$ cat src/sv/ifrp_pkg.sv
`default_nettype none

package ifrp_pkg;

	localparam int MW  = 64;  // mantissa and packed word width
	localparam int XW  = 32;  // input exponent width
	localparam int EW  = 34;  // internal exponent width, never wraps
	localparam int SW  = 6;   // shift amount width
	localparam int LZW = 6;   // leading-zero count width
	localparam int EFW = 11;  // widest biased exponent field

	localparam logic FUNC_SINGLE = 1'b0;
	localparam logic FUNC_DOUBLE = 1'b1;

	localparam logic [1:0] KIND_NORMAL = 2'd0;
	localparam logic [1:0] KIND_INF    = 2'd1;

	typedef enum logic [1:0] {
		STAT_OK      = 2'd0,
		STAT_OVF_NEG = 2'd1,
		STAT_OVF_POS = 2'd2
	} status_t;

	localparam int SGL_FRAC = 23;
	localparam int DBL_FRAC = 52;
	localparam int SGL_BIAS = 127;
	localparam int DBL_BIAS = 1023;

	localparam logic [SW-1:0] SGL_NSHIFT = 6'd40;
	localparam logic [SW-1:0] DBL_NSHIFT = 6'd11;
	localparam logic [SW-1:0] SGL_SIGN   = 6'd31;
	localparam logic [SW-1:0] DBL_SIGN   = 6'd63;

	localparam logic [MW-1:0] TOP_BIT       = 64'h8000000000000000;
	localparam logic [MW-1:0] SGL_TOP_ONES  = 64'hffffff0000000000;
	localparam logic [MW-1:0] DBL_TOP_ONES  = 64'hfffffffffffff800;
	localparam logic [MW-1:0] SGL_OVF_BOUND = 64'hffffff8000000000;
	localparam logic [MW-1:0] DBL_OVF_BOUND = 64'hfffffffffffffc00;
	localparam logic [MW-1:0] SGL_QNAN      = 64'h000000007fc00000;
	localparam logic [MW-1:0] SGL_INF       = 64'h000000007f800000;
	localparam logic [MW-1:0] DBL_QNAN      = 64'h7ff8000000000000;
	localparam logic [MW-1:0] DBL_INF       = 64'h7ff0000000000000;

	localparam logic signed [EW-1:0] E_ONE    = 34'sd1;
	localparam logic signed [EW-1:0] E_TOPPOS = 34'sd63;

	typedef struct packed {
		logic [MW-1:0]        mant;
		logic signed [EW-1:0] expo;
	} norm_t;

endpackage

`default_nettype wire

$ cat src/sv/ifrp_norm.sv
`default_nettype none

module ifrp_norm (
	input  wire logic [ifrp_pkg::MW-1:0]        mantissa,
	input  wire logic signed [ifrp_pkg::XW-1:0] exponent,
	output ifrp_pkg::norm_t                     nrm
);

	logic [ifrp_pkg::MW-1:0]  v;
	logic [ifrp_pkg::LZW-1:0] lz;

	// binary search for the leading one: halves, quarters, ... of the word
	always_comb begin
		v = mantissa;
		lz = '0;
		for (int i = ifrp_pkg::LZW - 1; i >= 0; i--) begin
			if ((v >> (ifrp_pkg::MW - (1 << i))) == '0) begin
				v = v << (1 << i);
				lz[i] = 1'b1;
			end
		end
	end

	// value becomes mant * 2^(expo - 63) with the top bit of mant set
	always_comb begin
		nrm.mant = v;
		nrm.expo = {{(ifrp_pkg::EW - ifrp_pkg::XW){exponent[ifrp_pkg::XW-1]}}, exponent}
			- {{(ifrp_pkg::EW - ifrp_pkg::LZW){1'b0}}, lz} + ifrp_pkg::E_TOPPOS;
	end

endmodule

`default_nettype wire

$ cat src/sv/ifrp_round.sv
`default_nettype none

module ifrp_round (
	input  wire logic [ifrp_pkg::MW-1:0] mant,
	input  wire logic [ifrp_pkg::SW-1:0] rshift,
	output logic [ifrp_pkg::MW-1:0]      q
);

	logic [ifrp_pkg::MW-1:0] trunc;
	logic [ifrp_pkg::MW-1:0] below_mask;
	logic [ifrp_pkg::SW-1:0] gpos;
	logic                    guard;
	logic                    sticky;

	// round to nearest, ties to even; rshift is never zero when q is used
	always_comb begin
		gpos = rshift - ifrp_pkg::SW'(1);
		trunc = mant >> rshift;
		guard = mant[gpos];
		below_mask = (ifrp_pkg::MW'(1) << gpos) - ifrp_pkg::MW'(1);
		sticky = |(mant & below_mask);
		q = trunc + {{(ifrp_pkg::MW - 1){1'b0}}, guard & (sticky | trunc[0])};
	end

endmodule

`default_nettype wire

$ cat src/sv/ieee_float_round_pack_unit.sv
`default_nettype none

// Packs sign, 64-bit integer mantissa and signed binary exponent into IEEE-754
// single (func 0, low 32 bits of packed_bits) or double (func 1) precision,
// rounding to nearest with ties to even and producing denormals, signed zeros,
// infinities and the canonical quiet NaN. A magnitude too large for the format
// gives packed_bits zero and an overflow status by sign. Throughput is one
// transaction per cycle while res_stall is low; each transaction passes
// through an input register and a result register, with the normalize, round
// and pack logic in a single pass between them. A held result stalls the
// input side only when both registers are full.
module ieee_float_round_pack_unit (
	input  wire logic                               clk,
	input  wire logic                               arst_n,
	input  wire logic                               arg_valid,
	output logic                                    arg_stall,
	input  wire logic                               func,
	input  wire logic [1:0]                         kind,
	input  wire logic                               negative,
	input  wire logic [ifrp_pkg::MW-1:0]            mantissa,
	input  wire logic signed [ifrp_pkg::XW-1:0]     exponent,
	output logic                                    res_valid,
	input  wire logic                               res_stall,
	output logic [ifrp_pkg::MW-1:0]                 packed_bits,
	output logic [1:0]                              status
);

	logic                              valid_s1;
	logic                              func_s1;
	logic [1:0]                        kind_s1;
	logic                              neg_s1;
	logic [ifrp_pkg::MW-1:0]           mant_s1;
	logic signed [ifrp_pkg::XW-1:0]    exp_s1;

	logic                              valid_s2;
	logic [ifrp_pkg::MW-1:0]           bits_s2;
	logic [1:0]                        status_s2;

	logic                              adv_s2;
	logic                              load_s1;

	ifrp_pkg::norm_t                   nrm;
	logic [ifrp_pkg::MW-1:0]           m2;
	logic signed [ifrp_pkg::EW-1:0]    e2;
	logic signed [ifrp_pkg::EW-1:0]    bias_e;
	logic signed [ifrp_pkg::EW-1:0]    neg_bias;
	logic signed [ifrp_pkg::EW-1:0]    low_e;
	logic signed [ifrp_pkg::EW-1:0]    den_amt;
	logic signed [ifrp_pkg::EW-1:0]    base_full;
	logic [ifrp_pkg::SW-1:0]           nshift;
	logic [ifrp_pkg::SW-1:0]           frac_sh;
	logic [ifrp_pkg::SW-1:0]           sign_sh;
	logic [ifrp_pkg::SW-1:0]           rshift;
	logic [ifrp_pkg::MW-1:0]           top_ones;
	logic [ifrp_pkg::MW-1:0]           ovf_bound;
	logic [ifrp_pkg::MW-1:0]           qnan_v;
	logic [ifrp_pkg::MW-1:0]           inf_v;
	logic                              is_zero;
	logic                              is_norm;
	logic                              is_den;
	logic                              is_nan;
	logic [ifrp_pkg::MW-1:0]           q;
	logic [ifrp_pkg::EFW-1:0]          exp_base;
	logic [ifrp_pkg::MW-1:0]           mag;
	logic [ifrp_pkg::MW-1:0]           sign_word;
	logic [ifrp_pkg::MW-1:0]           bits_d;
	ifrp_pkg::status_t                 status_d;

	assign adv_s2    = !valid_s2 || !res_stall;
	assign load_s1   = !valid_s1 || adv_s2;
	assign arg_stall = !load_s1;

	always_ff @(posedge clk or negedge arst_n) begin
		if (!arst_n) begin
			valid_s1 <= 1'b0;
			valid_s2 <= 1'b0;
		end else begin
			if (load_s1) begin
				valid_s1 <= arg_valid;
			end
			if (adv_s2) begin
				valid_s2 <= valid_s1;
			end
		end
	end

	always_ff @(posedge clk) begin
		if (load_s1 && arg_valid) begin
			func_s1 <= func;
			kind_s1 <= kind;
			neg_s1  <= negative;
			mant_s1 <= mantissa;
			exp_s1  <= exponent;
		end
		if (adv_s2 && valid_s1) begin
			bits_s2   <= bits_d;
			status_s2 <= status_d;
		end
	end

	ifrp_norm u_norm (
		.mantissa (mant_s1),
		.exponent (exp_s1),
		.nrm      (nrm)
	);

	// format constants
	always_comb begin
		if (func_s1 == ifrp_pkg::FUNC_DOUBLE) begin
			bias_e    = ifrp_pkg::EW'(ifrp_pkg::DBL_BIAS);
			low_e     = -ifrp_pkg::EW'(ifrp_pkg::DBL_BIAS + ifrp_pkg::DBL_FRAC);
			frac_sh   = ifrp_pkg::SW'(ifrp_pkg::DBL_FRAC);
			nshift    = ifrp_pkg::DBL_NSHIFT;
			sign_sh   = ifrp_pkg::DBL_SIGN;
			top_ones  = ifrp_pkg::DBL_TOP_ONES;
			ovf_bound = ifrp_pkg::DBL_OVF_BOUND;
			qnan_v    = ifrp_pkg::DBL_QNAN;
			inf_v     = ifrp_pkg::DBL_INF;
		end else begin
			bias_e    = ifrp_pkg::EW'(ifrp_pkg::SGL_BIAS);
			low_e     = -ifrp_pkg::EW'(ifrp_pkg::SGL_BIAS + ifrp_pkg::SGL_FRAC);
			frac_sh   = ifrp_pkg::SW'(ifrp_pkg::SGL_FRAC);
			nshift    = ifrp_pkg::SGL_NSHIFT;
			sign_sh   = ifrp_pkg::SGL_SIGN;
			top_ones  = ifrp_pkg::SGL_TOP_ONES;
			ovf_bound = ifrp_pkg::SGL_OVF_BOUND;
			qnan_v    = ifrp_pkg::SGL_QNAN;
			inf_v     = ifrp_pkg::SGL_INF;
		end
		neg_bias = -bias_e;
	end

	// underflow edges: bump up to the next binade or flush to zero
	always_comb begin
		m2 = nrm.mant;
		e2 = nrm.expo;
		if (e2 == neg_bias) begin
			if (m2 >= top_ones) begin
				m2 = ifrp_pkg::TOP_BIT;
				e2 = e2 + ifrp_pkg::E_ONE;
			end
		end else if (e2 <= low_e) begin
			if (e2 == low_e && m2 > ifrp_pkg::TOP_BIT) begin
				m2 = ifrp_pkg::TOP_BIT;
				e2 = e2 + ifrp_pkg::E_ONE;
			end else begin
				m2 = '0;
				e2 = '0;
			end
		end

		is_zero = (m2 == '0);
		is_norm = (e2 > neg_bias && e2 < bias_e) || (e2 == bias_e && m2 < ovf_bound);
		is_den  = (e2 > low_e) && (e2 <= neg_bias);

		den_amt = {{(ifrp_pkg::EW - ifrp_pkg::SW){1'b0}}, nshift} + ifrp_pkg::E_ONE
			- bias_e - e2;
		rshift = is_norm ? nshift : den_amt[ifrp_pkg::SW-1:0];

		// hidden bit in q adds the last one to the exponent; carry bumps it again
		base_full = e2 + bias_e - ifrp_pkg::E_ONE;
		exp_base = is_norm ? base_full[ifrp_pkg::EFW-1:0] : '0;
	end

	ifrp_round u_round (
		.mant   (m2),
		.rshift (rshift),
		.q      (q)
	);

	always_comb begin
		is_nan = (kind_s1 != ifrp_pkg::KIND_NORMAL) && (kind_s1 != ifrp_pkg::KIND_INF);
		sign_word = {{(ifrp_pkg::MW - 1){1'b0}}, neg_s1} << sign_sh;
		mag = q + ({{(ifrp_pkg::MW - ifrp_pkg::EFW){1'b0}}, exp_base} << frac_sh);
		status_d = ifrp_pkg::STAT_OK;
		bits_d = '0;
		if (is_nan) begin
			bits_d = qnan_v;
		end else if (kind_s1 == ifrp_pkg::KIND_INF) begin
			bits_d = sign_word | inf_v;
		end else if (is_zero) begin
			bits_d = sign_word;
		end else if (is_norm || is_den) begin
			bits_d = sign_word | mag;
		end else begin
			status_d = neg_s1 ? ifrp_pkg::STAT_OVF_NEG : ifrp_pkg::STAT_OVF_POS;
		end
	end

	assign res_valid   = valid_s2;
	assign packed_bits = bits_s2;
	assign status      = status_s2;

endmodule

`default_nettype wire
$ cat config.mk
export PLATFORM = sky130hd
export DESIGN_NAME = ieee_float_round_pack_unit
export DESIGN_NICKNAME = d
export VERILOG_FILES = /design/src/sv/ifrp_pkg.sv /design/src/sv/ifrp_norm.sv /design/src/sv/ifrp_round.sv /design/src/sv/ieee_float_round_pack_unit.sv
export SDC_FILE = /design/constraint.sdc
export NUM_CORES = 1
export LEC_CHECK = 0
export BUFFER_PORTS_ARGS = -buffer_cell sky130_fd_sc_hd__buf_2
export CORE_ASPECT_RATIO = 1.5
export CORE_UTILIZATION = 30
export DETAILED_ROUTE_END_ITERATION = 12
export PLACE_DENSITY_LB_ADDON = 0.3
export SKIP_CTS_REPAIR_TIMING = 1
export SKIP_LAST_GASP = 1
export SLEW_MARGIN = 10
export SYNTH_ARGS = -nofsm -noshare
export SYNTH_HDL_FRONTEND = slang
export SYNTH_HIERARCHICAL = 1
export SYNTH_SLANG_ARGS = --single-unit
$ cat constraint.sdc
create_clock -name clk -period 18.3 [get_ports clk]
set_input_delay 1.83 -clock clk [delete_from_list [all_inputs] [get_ports clk]]
set_output_delay 1.83 -clock clk [all_outputs]
set_load 0.01 [all_outputs]
==> results of run 1 <==
## routing by layer
metal | global-route usage [%] | part of all wire, %
met1 | 28.5 | 37
met2 | 43.6 | 49
met3 | 3.73 | 5.9
met4 | 17.6 | 8.0
met5 | 0 | 0.011
## cell usage in the layout, fill, tap and decap left out, types with 22 or more instances in the layout
master / instances
nand2_1: 280
nor2_1: 207
mux2i_1: 181
buf_2: 171
edfxtp_1: 166
ha_1: 156
o21ai_0: 149
a21oi_1: 146
buf_4: 131
mux4_2: 130
nand3_1: 119
nor3_1: 105
xnor2_1: 97
and2_1: 96
inv_1: 80
nand4_1: 71
xor2_1: 65
mux2_2: 59
nor4_1: 54
a21o_1: 40
a31oi_1: 37
o31ai_1: 36
and3_1: 34
nand2b_1: 31
a211oi_1: 31
o211ai_1: 29
nor3_2: 23
nor3b_2: 22
## power by group
| group | internal (mW) | switching (mW) |
|---|---|---|
| sequential | 0.459 | 0.0214 |
| clock | 0.191 | 0.196 |
| combinational | 1.05 | 1.96 |
| total | 1.70 | 2.18 |
## final timing paths
path	cells past startpoint	startpoint	to
hold / removal	1	valid_s1	res_valid
max in group asynchronous	1	arst_n	res_valid
hold reg to reg	1	valid_s1	res_valid
setup reg to reg	64	mant_s1[16]	packed_bits[63]
setup / recovery	64	mant_s1[16]	packed_bits[63]
min in group asynchronous	1	arst_n	valid_s1
## cell type report
cell class	instances	area, um^2	area share (%)
flip-flops and latches	168	5030	16.5
repair buffers	312	2020	6.65
inverters	88	342	1.12
multi-input cells	2657	21000	69.0
clock buffers	18	429	1.41
well taps	1164	1460	4.78
clock inverters	14	138	0.452
## flip-flops by register name (all words and copies together) (netlist names)
signal,count
exp_s1,32
valid_s1,1
func_s1,1
packed_bits,64
mant_s1,64
neg_s1,1
res_valid,1
status,2
kind_s1,2
## cell families after synthesis
group	after synthesis	synth area share, %
AND/OR/NAND/NOR	1183	23.4
AO/OA/AOI/OAI	759	19.3
multiplexers	385	20.8
buffers and inverters	300	5.34
flip-flops	168	18.4
XOR/XNOR	162	5.20
adder cells (fa/ha/maj)	161	7.49
other	1	0.0137
==> run summary, run 1 <==
Status - finished clean
Register area share after synthesis - 18.4%
PortBufs - 171
Bufs and invs on worst path - 5
Worst hold path type - reg2reg
Routed WL per cell - 26.9 um
Chip height - 371 um
Fillers - 9609
Slew Limit Headroom - 13.8%
DR vias - 27.3k
Worst skew pair latency - 540 ps
Largest net degree at the start of global routing - 82
Pre-CTS WS - 70.0 ps
Most used flip-flop cell after synthesis - edfxtp_1
Worst clock skew - 38.8 ps
Util after Layout - 33.7%
Grt total ovfl - 0
RSZ-0062 raised after global routing - false
Via density - 6.17
Vias in the first global route - 26.5k
Fin crit share - 93.4%
Clk sinks - 168
DRC Markers - 0
EDFF count, synth - 166
Layout Nets - 3509
ANT nets after route - 0
Ys async rst share - 1.19%
Row Count - 135
Synthesis-to-layout area growth - 11.5%
Mapped cell area - 27300 um^2
Final Cell Area - 30400 um^2
Setup CP Type - reg2reg
Core footprint - 90200 um^2
Synth Instances - 3119
Peak supply drop - 0.0000931 V
Initial antenna violation count - 5
Crit-path leading delay family - compound AO/OA/AOI/OAI gates
Post-synth top area cell - edfxtp_1
Worst-Margin Slew - 1290 ps
Crit path max fanout - 18
Pwr Total - 3.88 mW
Critical Path End Type - flop
Critical Path Slowest Stage Cell - mux4_2
CTS clk-pin slew, worst paths - 70 ps
Syn avg cell area - 8.75 um^2
Ant diodes - 0
Dpl cell area - 29600 um^2
Fin. Hold Viols - 0
Post-synth top area share - 18.3%
Count leader, synth - nand2_1
Total GRT Usage - 25.3%
Crit start category - flop
Maximum clock rate - 58.5 MHz
I/O Pins - 172
Final Max Tran Viols - 0
Die W - 248 um
Ranking of synthesized cells by area - edfxtp_1 (18%), mux4_2 (11%), ha_1 (7.2%)
Worst Slack Setup Final - 1210 ps
First-pass DRT Iterations - 6
CTS Buffer Depth - 2
Final wirelength - 119000 um
DRT iter0 DRCs - 2553
Arr. time, crit path - 17430 ps
CTS Buf Count - 17
WP data required - 18640 ps
Global-route wire length before repair - 174000 um
Post-route insts no fill - 4421
FF-to-FF setup slack - 1210 ps
Leak pwr - 11.3 nW
Crit-path max cell delay - 670 ps
DIE AREA - 92200 um^2
Cell Count Post-Placement - 4371
Share of cells above drive strength 1 - 21.1%
Max H-tree Level - 4
Clock root buffer - clkbuf_16
Initial core utilization - 30.3%
DP HPWL - 92600 um
Final count of negative-setup-slack endpoints - 0
Final hold slack - 485 ps
Yosys reg bits - 168
Setup TNS Final - 0 ps
Max-cap violations - 0
Synth cell count leaders - nand2_1 (280), nor2_1 (209), mux2i_1 (184)
Minimum clock period - 17090 ps
Unique cell type count in the Yosys netlist - 109
Gpl congestion - 1.04
Synth warn - 6
TritonCTS clock tree - built
P per Cell Area - 128 nW/um^2
Power figures use the tool's default switching activity.
==> run 2: changes to the inputs <==
Settings changed: CELL_PAD_IN_SITES_DETAIL_PLACEMENT set to 1, CELL_PAD_IN_SITES_GLOBAL_PLACEMENT set to 1, RECOVER_POWER set to 50.
==> run 2 against run 1 <==
Against the previous run:
- non-clock buffer count up 22
- the run now ends with max-capacitance violations, max-slew violations left
- first-iteration DRC count down 11%
- core utilization up 0.19 points
==> run summary, run 2 (synthesized netlist as in run 1, its figures left out) <==
DRT iter0 DRCs - 2271 (was 2553)
Leak pwr - 11.4 nW (was 11.3 nW)
Uppermost routed layer - met5 (unchanged)
Launching point of the worst reg2reg path - mant_s1[18] (was mant_s1[16])
Via density - 6.18 (was 6.17)
Initial antenna violation count - 3 (was 5)
I/O Pins - 172 (unchanged)
P per Cell Area - 126 nW/um^2 (was 128 nW/um^2)
Clock root buffer - clkbuf_16 (unchanged)
Row Count - 135 (unchanged)
Minimum clock period - 17210 ps (was 17090 ps)
Hold_sp - valid_s1 (unchanged)
Failing checks - max-capacitance violations, max-slew violations
Crit path max fanout - 80 (was 18)
WL met3 - 5970 um (was 6980 um)
TritonCTS clock tree - built (unchanged)
Worst setup path start - mant_s1[18] (was mant_s1[16])
Final count of negative-setup-slack endpoints - 0 (unchanged)
Die W - 248 um (unchanged)
Chip height - 371 um (unchanged)
Total GRT Usage - 26.8% (was 25.3%)
ANT nets after route - 0 (unchanged)
Worst skew pair latency - 510 ps (was 540 ps)
Slew Limit Headroom - -124% (was 13.8%)
Status - finished with violations (was finished clean)
Crit start category - flop (unchanged)
Met2 wire length - 61700 um (was 58100 um)
Peak supply drop - 0.0000863 V (was 0.0000931 V)
Setup CP Type - reg2reg (unchanged)
Routed WL per cell - 28.0 um (was 26.9 um)
Critical Path Slowest Stage Cell - nor4_4 (was mux4_2)
Global-route wire length before repair - 185000 um (was 174000 um)
PortBufs - 171 (unchanged)
DR vias - 27.4k (was 27.3k)
Worst Slack Setup Final - 1090 ps (was 1210 ps)
DP HPWL - 97800 um (was 92600 um)
Final Max Tran Viols - 93 (was 0)
Largest net degree at the start of global routing - 82 (unchanged)
Critical Path End Type - flop (unchanged)
Setup TNS Final - 0 ps (unchanged)
Max-cap violations - 2 (was 0)
DIE AREA - 92200 um^2 (unchanged)
Layout Nets - 3529 (was 3509)
Fin. Hold Viols - 0 (unchanged)
Most used cell, CP - ha_1
Max H-tree Level - 4 (unchanged)
Arr. time, crit path - 17560 ps (was 17430 ps)
Initial core utilization - 30.3% (unchanged)
RSZ-0062 raised after global routing - false (unchanged)
CTS Buffer Depth - 2 (unchanged)
Commonest non-fill, non-tap cell in the layout - nand2_1 (unchanged)
Worst clock skew - 15.3 ps (was 38.8 ps)
Clk sinks - 168 (unchanged)
Grt total ovfl - 0 (unchanged)
Core footprint - 90200 um^2 (unchanged)
Synthesis-to-layout area growth - 12.1% (was 11.5%)
Worst hold path type - reg2reg (unchanged)
Gpl congestion - 1.01 (was 1.04)
Crit-path max cell delay - 650 ps (was 670 ps)
WP data required - 18640 ps (about the same)
DRC Markers - 0 (unchanged)
Maximum clock rate - 58.1 MHz (was 58.5 MHz)
Met1 WL - 47200 um (was 44400 um)
Share of cells above drive strength 1 - 21.1% (about the same)
Final wirelength - 124000 um (was 119000 um)
Pre-CTS WS - -251 ps (was 70.0 ps)
CTS Buf Count - 17 (unchanged)
First-pass DRT Iterations - 7 (was 6)
Most frequent cells in the layout - nand2_1 (280), nor2_1 (208), mux2i_1 (182), edfxtp_1 (166), ha_1 (156) (was nand2_1 (280), nor2_1 (207), mux2i_1 (181), buf_2 (171), edfxtp_1 (166))
Fin crit share - 94.1% (was 93.4%)
CTS clk-pin slew, worst paths - 70 ps (about the same)
Vias in the first global route - 28.4k (was 26.5k)
Worst-Margin Slew - 3360 ps (was 1290 ps)
[run 2: metrics by stage]
stage | instances | hold WS (ps) | total power, mW | utilization [%] | area, um^2
floorplan | 3122 | 443 | 2.40 | - | 27300
finish | 4442 | 490 | 3.86 | 33.9 | 30600
global placement | 4403 | 461 | 3.37 | 33.1 | 29800
CTS | 4435 | 493 | 3.79 | 33.8 | 30500
global route | 4441 | 515 | 4.04 | 33.9 | 30600
detailed placement | 4403 | 476 | 3.36 | 33.1 | 29800
[run 2: cell type report]
| class | count | area (um^2) |
|---|---|---|
| fillers | 10700 | 59600 |
| multi-input cells | 2655 | 21000 |
| flip-flops and latches | 168 | 5030 |
| repair buffers | 334 | 2130 |
| well taps | 1164 | 1460 |
| clock buffers | 18 | 429 |
| inverters | 88 | 335 |
| clock inverters | 14 | 190 |
| diodes | 1 | 2.50 |
[run 2: power breakdown]
part	internal, mW	total [mW]	switching [mW]
combinational	1.04	2.98	1.94
clock	0.218	0.406	0.188
sequential	0.461	0.479	0.0181
[run 2: path summary, 6_finish.rpt]
path	end	slack, ps	cells after the start
min in group asynchronous	res_valid	1100	1
min reg2reg	res_valid	490	1
max	packed_bits[63]	1090	66
max reg2reg	packed_bits[63]	1090	66
min	res_valid	490	1
max in group asynchronous	valid_s1	17070	1
[run 2: worst max-delay path, delay by kind of cell (launching register included)]
| family | cells | cell delay, ps |
|---|---|---|
| buffers and inverters | 5 | 870 |
| AO/OA/AOI/OAI | 30 | 6620 |
| AND/OR/NAND/NOR | 17 | 4530 |
| flip-flops | 1 | 500 |
| adder cells (fa/ha/maj) | 5 | 1410 |
| XOR/XNOR | 3 | 550 |
| multiplexers | 6 | 2460 |
[run 2: per-layer routing]
metal  track usage, %  up-vias
li1                 -    12400
met1             29.9    13500
met2             46.8     1055
met3             4.16      404
met4             17.2        2
met5                0        -
